[src/rtl/blpq_pkg.sv]
`default_nettype none

package blpq_pkg;

  localparam int unsigned CntW = 16;
  localparam int unsigned EvW  = 4;

  // event codes
  localparam logic [EvW-1:0] EV_NONE       = 4'd0;
  localparam logic [EvW-1:0] EV_BACK       = 4'd1;
  localparam logic [EvW-1:0] EV_MENU       = 4'd2;
  localparam logic [EvW-1:0] EV_UP         = 4'd3;
  localparam logic [EvW-1:0] EV_DOWN       = 4'd4;
  localparam logic [EvW-1:0] EV_LONG_BACK  = 4'd5;
  localparam logic [EvW-1:0] EV_LONG_MENU  = 4'd6;
  localparam logic [EvW-1:0] EV_LONG_UP    = 4'd7;
  localparam logic [EvW-1:0] EV_LONG_DOWN  = 4'd8;

  localparam logic [1:0] BTN_BACK = 2'd0;
  localparam logic [1:0] BTN_MENU = 2'd1;
  localparam logic [1:0] BTN_UP   = 2'd2;

  localparam logic KIND_TICK    = 1'b0;
  localparam logic KIND_CONSUME = 1'b1;

  localparam logic CFG_LONG  = 1'b0;
  localparam logic CFG_STUCK = 1'b1;

  localparam logic [CntW-1:0] LONG_RST  = 16'd100;
  localparam logic [CntW-1:0] STUCK_RST = 16'd1000;

  typedef enum logic [1:0] {
    PH_IDLE,
    PH_TIMING,
    PH_WAIT
  } phase_e;

  typedef enum logic [1:0] {
    CM_NON_BACK,
    CM_BACK_ONLY,
    CM_ANY,
    CM_DISCARD
  } cmode_e;

  typedef enum logic [1:0] {
    PULSE_NONE,
    PULSE_SHORT,
    PULSE_LONG
  } pulse_e;

  typedef struct packed {
    logic       kind;
    logic [3:0] button_levels;
    cmode_e     consume_mode;
  } in_item_t;

  typedef struct packed {
    logic [EvW-1:0] consumed_event;
    logic [EvW-1:0] pending_event;
    pulse_e         post_pulse;
    logic           stuck_alarm;
    logic           busy_res;
  } res_item_t;

  function automatic logic is_back_ev(input logic [EvW-1:0] m);
    return (m == EV_BACK) || (m == EV_LONG_BACK);
  endfunction

  // a pending event of a higher priority button, or a pending long event of the same button, holds off a new press
  function automatic logic start_blocked(input logic [1:0] b, input logic [EvW-1:0] m);
    logic r;
    unique case (b)
      BTN_BACK: r = (m == EV_LONG_BACK);
      BTN_MENU: r = (m == EV_BACK) || (m == EV_LONG_BACK) || (m == EV_LONG_MENU);
      BTN_UP:   r = (m == EV_MENU) || (m == EV_BACK) || (m == EV_LONG_BACK) ||
                    (m == EV_LONG_MENU) || (m == EV_LONG_UP);
      default:  r = (m == EV_UP) || (m == EV_MENU) || (m == EV_BACK) ||
                    (m == EV_LONG_UP) || (m == EV_LONG_BACK) ||
                    (m == EV_LONG_DOWN) || (m == EV_LONG_MENU);
    endcase
    return r;
  endfunction

  function automatic logic [EvW-1:0] short_ev(input logic [1:0] b);
    return {2'b00, b} + EV_BACK;
  endfunction

  function automatic logic [EvW-1:0] long_ev(input logic [1:0] b);
    return {2'b00, b} + EV_LONG_BACK;
  endfunction

endpackage

`default_nettype wire

[src/rtl/blpq_in_if.sv]
`default_nettype none

interface blpq_in_if;
  logic       valid;
  logic       ready;
  logic       kind;
  logic [3:0] button_levels;
  logic [1:0] consume_mode;

  modport source (output valid, kind, button_levels, consume_mode, input ready);
  modport sink   (input valid, kind, button_levels, consume_mode, output ready);
endinterface

`default_nettype wire

[src/rtl/blpq_out_if.sv]
`default_nettype none

interface blpq_out_if;
  logic       valid;
  logic       ready;
  logic [3:0] consumed_event;
  logic [3:0] pending_event;
  logic [1:0] post_pulse;
  logic       stuck_alarm;
  logic       busy_res;

  modport source (output valid, consumed_event, pending_event, post_pulse, stuck_alarm,
                  busy_res, input ready);
  modport sink   (input valid, consumed_event, pending_event, post_pulse, stuck_alarm,
                  busy_res, output ready);
endinterface

`default_nettype wire

[src/rtl/blpq_core.sv]
`default_nettype none

module blpq_core (
  input  wire                             clk_i,
  input  wire                             rst_ni,
  input  wire                             step_i,
  input  wire  blpq_pkg::in_item_t        item_i,
  input  wire  [blpq_pkg::CntW-1:0]       long_ticks_i,
  input  wire  [blpq_pkg::CntW-1:0]       stuck_ticks_i,
  output blpq_pkg::res_item_t             res_o
);

  blpq_pkg::phase_e            phase_q, phase_d;
  logic [1:0]                  act_q, act_d;
  logic [blpq_pkg::CntW-1:0]   hold_q, hold_d;
  logic [blpq_pkg::EvW-1:0]    mb_q, mb_d;

  logic [blpq_pkg::CntW-1:0]   hold_inc;
  logic [3:0]                  cand;
  logic [1:0]                  sel;
  logic                        held;
  logic                        backish;

  always_ff @(posedge clk_i or negedge rst_ni) begin
    if (!rst_ni) begin
      phase_q <= blpq_pkg::PH_IDLE;
      act_q   <= '0;
      hold_q  <= '0;
      mb_q    <= blpq_pkg::EV_NONE;
    end else if (step_i) begin
      phase_q <= phase_d;
      act_q   <= act_d;
      hold_q  <= hold_d;
      mb_q    <= mb_d;
    end
  end

  always_comb begin
    for (int b = 0; b < 4; b++) begin
      cand[b] = item_i.button_levels[b] & ~blpq_pkg::start_blocked(2'(b), mb_q);
    end
    sel = '0;
    for (int b = 3; b >= 0; b--) begin
      if (cand[b]) begin
        sel = 2'(b);
      end
    end
  end

  assign hold_inc = (hold_q == '1) ? hold_q : hold_q + 16'd1;
  assign held     = item_i.button_levels[act_q];
  assign backish  = blpq_pkg::is_back_ev(mb_q);

  always_comb begin
    phase_d = phase_q;
    act_d   = act_q;
    hold_d  = hold_q;
    mb_d    = mb_q;
    res_o.consumed_event = blpq_pkg::EV_NONE;
    res_o.post_pulse     = blpq_pkg::PULSE_NONE;
    res_o.stuck_alarm    = 1'b0;

    if (item_i.kind == blpq_pkg::KIND_CONSUME) begin
      // an unused phase code reads as idle
      if (phase_q != blpq_pkg::PH_TIMING && phase_q != blpq_pkg::PH_WAIT) begin
        phase_d = blpq_pkg::PH_IDLE;
      end
      case (item_i.consume_mode)
        blpq_pkg::CM_NON_BACK: begin
          if (!backish) begin
            res_o.consumed_event = mb_q;
            mb_d = blpq_pkg::EV_NONE;
          end
        end
        blpq_pkg::CM_BACK_ONLY: begin
          if (backish) begin
            res_o.consumed_event = mb_q;
            mb_d = blpq_pkg::EV_NONE;
          end
        end
        blpq_pkg::CM_ANY: begin
          res_o.consumed_event = mb_q;
          mb_d = blpq_pkg::EV_NONE;
        end
        default: begin
          if (!backish) begin
            mb_d = blpq_pkg::EV_NONE;
          end
        end
      endcase
    end else begin
      unique case (phase_q)
        blpq_pkg::PH_TIMING: begin
          if (!held) begin
            mb_d             = blpq_pkg::short_ev(act_q);
            res_o.post_pulse = blpq_pkg::PULSE_SHORT;
            hold_d           = '0;
            phase_d          = blpq_pkg::PH_IDLE;
          end else if (hold_inc >= long_ticks_i) begin
            mb_d             = blpq_pkg::long_ev(act_q);
            res_o.post_pulse = blpq_pkg::PULSE_LONG;
            hold_d           = '0;
            phase_d          = blpq_pkg::PH_WAIT;
          end else begin
            hold_d = hold_inc;
          end
        end
        blpq_pkg::PH_WAIT: begin
          if (!held) begin
            hold_d  = '0;
            phase_d = blpq_pkg::PH_IDLE;
          end else if (hold_inc >= stuck_ticks_i) begin
            res_o.stuck_alarm = 1'b1;
            hold_d            = '0;
            phase_d           = blpq_pkg::PH_IDLE;
          end else begin
            hold_d = hold_inc;
          end
        end
        default: begin
          phase_d = blpq_pkg::PH_IDLE;
          if (|cand) begin
            act_d = sel;
            if (long_ticks_i <= 16'd1) begin
              mb_d             = blpq_pkg::long_ev(sel);
              res_o.post_pulse = blpq_pkg::PULSE_LONG;
              hold_d           = '0;
              phase_d          = blpq_pkg::PH_WAIT;
            end else begin
              hold_d  = 16'd1;
              phase_d = blpq_pkg::PH_TIMING;
            end
          end
        end
      endcase
    end

    res_o.pending_event = mb_d;
    res_o.busy_res      = (phase_d != blpq_pkg::PH_IDLE);
  end

endmodule

`default_nettype wire

[src/rtl/button_long_press_qualifier.sv]
// Qualifies Back/Menu/Up/Down levels into short and long press events held in a
// one-entry mailbox. Every input transfer (a tick or a consume request) gives exactly
// one result transfer. A transfer can be taken in every cycle unless the result output
// is stalled while the input register is full. An item passes the input register, then
// the result register, with the compare, saturating count and priority choice between
// them. The user must write both thresholds through the cfg port only while no item
// is in flight; the block itself does not enforce it.
`default_nettype none

module button_long_press_qualifier (
  input  wire                         clk_i,
  input  wire                         rst_ni,
  blpq_in_if.sink                     in_chan,
  blpq_out_if.source                  out_chan,
  input  wire                         cfg_we_i,
  input  wire                         cfg_idx_i,
  input  wire  [blpq_pkg::CntW-1:0]   cfg_data_i
);

  logic                        in_vld_q;
  blpq_pkg::in_item_t          in_q;
  logic                        out_vld_q;
  blpq_pkg::res_item_t         out_q;
  blpq_pkg::res_item_t         res;
  logic [blpq_pkg::CntW-1:0]   long_q;
  logic [blpq_pkg::CntW-1:0]   stuck_q;
  logic                        adv;
  logic                        in_take;

  assign adv      = in_vld_q && (!out_vld_q || out_chan.ready);
  assign in_chan.ready = !in_vld_q || adv;
  assign in_take  = in_chan.valid && in_chan.ready;

  always_ff @(posedge clk_i or negedge rst_ni) begin
    if (!rst_ni) begin
      long_q  <= blpq_pkg::LONG_RST;
      stuck_q <= blpq_pkg::STUCK_RST;
    end else if (cfg_we_i) begin
      if (cfg_idx_i == blpq_pkg::CFG_LONG) begin
        long_q <= cfg_data_i;
      end else begin
        stuck_q <= cfg_data_i;
      end
    end
  end

  always_ff @(posedge clk_i or negedge rst_ni) begin
    if (!rst_ni) begin
      in_vld_q  <= 1'b0;
      out_vld_q <= 1'b0;
    end else begin
      if (in_chan.ready) begin
        in_vld_q <= in_chan.valid;
      end
      if (adv) begin
        out_vld_q <= 1'b1;
      end else if (out_chan.ready) begin
        out_vld_q <= 1'b0;
      end
    end
  end

  always_ff @(posedge clk_i) begin
    if (in_take) begin
      in_q.kind          <= in_chan.kind;
      in_q.button_levels <= in_chan.button_levels;
      in_q.consume_mode  <= blpq_pkg::cmode_e'(in_chan.consume_mode);
    end
    if (adv) begin
      out_q <= res;
    end
  end

  blpq_core u_core (
    .clk_i         (clk_i),
    .rst_ni        (rst_ni),
    .step_i        (adv),
    .item_i        (in_q),
    .long_ticks_i  (long_q),
    .stuck_ticks_i (stuck_q),
    .res_o         (res)
  );

  assign out_chan.valid          = out_vld_q;
  assign out_chan.consumed_event = out_q.consumed_event;
  assign out_chan.pending_event  = out_q.pending_event;
  assign out_chan.post_pulse     = out_q.post_pulse;
  assign out_chan.stuck_alarm    = out_q.stuck_alarm;
  assign out_chan.busy_res       = out_q.busy_res;

endmodule

`default_nettype wire

[src/flat_wrapper.sv]
// flat-port wrapper written by rule: the top's interface ports become plain ports
module button_long_press_qualifier_flat 
  (clk_i, rst_ni, cfg_we_i, cfg_idx_i, cfg_data_i, in_chan_valid, in_chan_kind, in_chan_button_levels, in_chan_consume_mode, in_chan_ready, out_chan_valid, out_chan_consumed_event, out_chan_pending_event, out_chan_post_pulse, out_chan_stuck_alarm, out_chan_busy_res, out_chan_ready);
  blpq_in_if in_chan_i ();
  blpq_out_if out_chan_i ();
  input  wire clk_i;
  input  wire rst_ni;
  input  wire cfg_we_i;
  input  wire cfg_idx_i;
  input  wire  [blpq_pkg::CntW-1:0] cfg_data_i;
  input wire logic [$bits(in_chan_i.valid)-1:0] in_chan_valid;
  input wire logic [$bits(in_chan_i.kind)-1:0] in_chan_kind;
  input wire logic [$bits(in_chan_i.button_levels)-1:0] in_chan_button_levels;
  input wire logic [$bits(in_chan_i.consume_mode)-1:0] in_chan_consume_mode;
  output wire logic [$bits(in_chan_i.ready)-1:0] in_chan_ready;
  output wire logic [$bits(out_chan_i.valid)-1:0] out_chan_valid;
  output wire logic [$bits(out_chan_i.consumed_event)-1:0] out_chan_consumed_event;
  output wire logic [$bits(out_chan_i.pending_event)-1:0] out_chan_pending_event;
  output wire logic [$bits(out_chan_i.post_pulse)-1:0] out_chan_post_pulse;
  output wire logic [$bits(out_chan_i.stuck_alarm)-1:0] out_chan_stuck_alarm;
  output wire logic [$bits(out_chan_i.busy_res)-1:0] out_chan_busy_res;
  input wire logic [$bits(out_chan_i.ready)-1:0] out_chan_ready;
  assign in_chan_i.valid = in_chan_valid;
  assign in_chan_i.kind = in_chan_kind;
  assign in_chan_i.button_levels = in_chan_button_levels;
  assign in_chan_i.consume_mode = in_chan_consume_mode;
  assign in_chan_ready = in_chan_i.ready;
  assign out_chan_valid = out_chan_i.valid;
  assign out_chan_consumed_event = out_chan_i.consumed_event;
  assign out_chan_pending_event = out_chan_i.pending_event;
  assign out_chan_post_pulse = out_chan_i.post_pulse;
  assign out_chan_stuck_alarm = out_chan_i.stuck_alarm;
  assign out_chan_busy_res = out_chan_i.busy_res;
  assign out_chan_i.ready = out_chan_ready;
  button_long_press_qualifier u_core (.clk_i(clk_i), .rst_ni(rst_ni), .in_chan(in_chan_i), .out_chan(out_chan_i), .cfg_we_i(cfg_we_i), .cfg_idx_i(cfg_idx_i), .cfg_data_i(cfg_data_i));
endmodule
[config.mk]
export PLATFORM = sky130hd
export DESIGN_NAME = button_long_press_qualifier_flat
export DESIGN_NICKNAME = d
export VERILOG_FILES = /design/src/rtl/blpq_pkg.sv /design/src/rtl/blpq_in_if.sv /design/src/rtl/blpq_out_if.sv /design/src/rtl/blpq_core.sv /design/src/rtl/button_long_press_qualifier.sv /design/src/flat_wrapper.sv
export SDC_FILE = /design/constraint.sdc
export NUM_CORES = 1
export LEC_CHECK = 0
export BUFFER_PORTS_ARGS = -buffer_cell sky130_fd_sc_hd__buf_4
export CELL_PAD_IN_SITES_DETAIL_PLACEMENT = 2
export CELL_PAD_IN_SITES_GLOBAL_PLACEMENT = 2
export CORE_MARGIN = 1.5
export CORE_UTILIZATION = 35
export DETAILED_ROUTE_END_ITERATION = 8
export MAX_ROUTING_LAYER = met4
export PLACE_DENSITY_LB_ADDON = 0.1
export SLEW_MARGIN = 10
export SYNTH_ARGS = -nofsm -noshare
export SYNTH_HDL_FRONTEND = slang
export SYNTH_SLANG_ARGS = --single-unit
[constraint.sdc]
create_clock -name clk_i -period 3.5 [get_ports clk_i]
set_input_delay 0.525 -clock clk_i [delete_from_list [all_inputs] [get_ports clk_i]]
set_output_delay 0.525 -clock clk_i [all_outputs]
set_load 0.1 [all_outputs]
==> impl_metrics.ini <==
[detailed_routing]
wl_um = 18100
dr.pass1.iters = 7
vias = 4559
drt_iter0_drc = 176
wl_per_cell_um = 22.3
viasPerCell = 5.61
drc = 0
ant_nets = 0

[cells_and_area]
area_delta_synth_final_pct = 36.5
layout-drive-gt1-share_pct = 36.4
nFillCells = 1455
instances_no_fill = 813
fin_nets = 697
final_util_pct = 48.8
final_cell_area_um2 = 6750

[floorplanning]
die_area_um2 = 14800
start_util_pct = 35.7
die_w_um = 122
die_h_um = 122
ios = 43
core_area_um2 = 13800
num_rows = 43

[power_and_ir_drop]
ir_drop_v = 0.000227
seqPwrFrac_pct = 30.7
p_sw_share_pct = 39.7
clkPwrFrac_pct = 26.2
intPower_uw = 2360
leakagePower_uw = 0.00306
combPwrFrac_pct = 43.1
power_switching_uw = 1550
p_per_area_nw_per_um2 = 579

[timing]
skew_ps = 7.46
rsz0062_at_grt = true
fin_setup_tns_ps = -3760
worstMarginPinSlew_ps = 797
drv_slew = 0
min_period_over_period_pct = 109
slew-limit-headroom_pct = 46.9
min_period_ps = 3800
finalWorstSetupSlack_ps = -304
hold_ws_ps = 262
clock.fmax_ghz = 0.263
setup_viol = 27
final_hold_viol_count = 0

[cts]
clock-sinks = 77
cts_buffers = 9
ctsLongestPathBuffers = 2
clk_latency_ps = 360
cts_root_buf = clkbuf_16
cts_tree = built
cts_hold_repair.buffers = 0
path_clk_slew_ps = 70
htreeDepth = 3

[synth]
ys_ff_latch = 77
synthMuxAreaShare_pct = 5.70
yosys_warnings = 0
syn_inst = 517
ys_types = 66
mappedNetlistArea_um2 = 4940
synth_edf_count = 19
async_reset_ff_share_pct = 75.3
post_synth_fa_ha_maj_area_fraction_pct = 10.4
synth-xor-area-share_pct = 1.77
synth_top_flop_cell = dfrtp_1
yosys.area_share.simple_pct = 18.4
synth.avg_cell_area_um2 = 9.56
synth_nets = 587
synth_top_family_by_area = simple AND/OR/NAND/NOR gates
ys_seq_area_share_pct = 41.1
synth_compound_area_share_pct = 16.7

[job]
drv_cap = 0

[placement]
dpl_cell_area_um2 = 5900
place_hpwl_um = 12300
routabilityCongestion = 0.830
dp_cells = 778
numPortBuffers = 42

[global_routing]
grt_max_degree = 59
antenna_found_initial = 1
grt_pass1_wl_um = 27500
grt_overflow = 0
grt_pass1_vias = 5071
grt_usage_pct = 25.4

[setup_path]
cp.required_ps = 3600
critical-path-max-stage-delay_ps = 530
cpMaxStageDelayCell = or4_4
crit_type = reg2reg
crit_chain = and4_4, nand4_1, or4_4, buf_6, mux2_4, ha_4, a2111oi_4, nor3_4, o31a_1, buf_4, o31ai_4, a21oi_2, a21o_1
start_kind = flop
path_max_fanout = 7
critPathArrivalTime_ps = 3910
end_kind = flop

[status]
outcome = finished with violations
violations = negative setup slack

[worst_hold_path]
hold_path.class = in2async
synth_stat cells (3+ instances only):
cell type  count  area, µm²
a32o_1         5       50.1
nor4_1        13       81.3
o211ai_1       8       60.1
nand3_1       13       65.1
nand4_1       12       75.1
and3_1        14       87.6
ha_1          41        513
and2_1         3       18.8
edfxtp_1      19        571
o22ai_1       10       62.6
o21a_1         3       22.5
a21o_1         7       52.6
inv_1         46        173
o31ai_1        3       22.5
buf_6          3       33.8
nor2b_1        5       31.3
dfrtp_1       49       1230
dfstp_2        9        236
and4_1         4       35.0
mux2_2        19        214
a31oi_1        6       37.5
mux2i_1        3       30.0
nand2b_1      12       75.1
buf_2          4       20.0
o21ai_0       33        165
nor2_1        21       78.8
nand2_1       54        203
clkbuf_1      13       48.8
nor3_1        11       55.1
xnor2_1       10       87.6
a21oi_1       19       95.1
or3_1          3       18.8
stage by stage:
step                setup WS [ps]  power (µW)
floorplan                   0.489        2090
global placement             -349        2510
detailed placement           -445        2570
CTS                          -193        3740
global route                 -387        4080
finish                       -304        3910
area by class of cell:
class / instances / area [µm²] / share of cell area (%)
sequential: 77 / 2030 / 30.2
clock buffer: 13 / 304 / 4.51
antenna: 1 / 2.50 / 0.0371
multi-input combinational: 371 / 3030 / 44.9
inverter: 47 / 176 / 2.61
timing repair buffer: 121 / 952 / 14.1
tap: 180 / 225 / 3.34
clock inverter: 3 / 21.3 / 0.315
metal layers:
metal	global-route usage [%]	up-vias	share of wire, %
met5	-	-	0
met4	10.9	0	3.2
met3	4.35	41	2.6
met2	44.5	74	54
met1	28.5	2334	40
li1	-	2110	-
critical path, delay by kind of cell, from the launching register on:
kind / cells / cell delay [ps]
compound gates: 5 / 1300
buf+inv: 2 / 350
simple gates: 4 / 1000
mux: 1 / 320
fa+ha+maj: 1 / 230
flops: 1 / 360
cell usage in the layout (no fill, tap or decap), types with 13 or more instances in the layout:
cell,n
buf_4,115
nand2_1,52
dfrtp_1,48
inv_1,46
ha_1,37
o21ai_0,24
mux2_2,19
edfxtp_1,19
nor2_1,17
a21oi_1,14
and3_1,13
clkbuf_16,13
final timing paths:
path / start / to / slack (ps) / depth (start not counted)
worst max-delay path: u_core.u_core.hold_q[4] / u_core.out_chan.pending_event[1] / -300 / 13
worst min-delay path: rst_ni / u_core.u_core.mb_q[3] / 260 / 1
worst max register to register: u_core.u_core.hold_q[4] / u_core.out_chan.pending_event[1] / -300 / 13
worst min register to register: u_core.stuck_q[2] / u_core.stuck_q[2] / 510 / 1
max in group asynchronous: rst_ni / u_core.u_core.hold_q[0] / 2670 / 1
min in group clk_i: in_chan_kind / u_core.in_q[6] / 340 / 1
timing repair:
| action | CTS | global route |
|---|---|---|
| gates cloned | 0 | 1 |
| pin swaps | 21 | 36 |
| buffers inserted | 10 | 8 |
| setup endpoints to repair | 29 | 29 |
| resized for setup | 37 | 39 |
logic make-up (layout without fill, tap and decap cells):
group,after synthesis,after routing
buf+inv,69,184
xor+xnor,10,10
flops,77,77
simple gates,176,176
mux,24,24
compound gates,120,120
fa+ha+maj,41,41
other cells,0,1
state kept, by name, indices dropped and copies added, names as in the netlist, 4 cells and up:
register / flops
u_core.in_q: 7
u_core.u_core.hold_q: 16
u_core.stuck_q: 16
u_core.long_q: 16
u_core.out_chan.pending_event: 4
u_core.out_chan.consumed_event: 4
u_core.u_core.mb_q: 4
power groups by stage:
| stage | clock [µW] | combinational [µW] | sequential [µW] |
|---|---|---|---|
| floorplan | 0 | 799 | 1290 |
| global placement | 0 | 1310 | 1200 |
| detailed placement | 0 | 1360 | 1210 |
| CTS | 1040 | 1500 | 1200 |
| global route | 1070 | 1790 | 1220 |
| finish | 1020 | 1680 | 1200 |
Power figures use the tool's default switching activity.
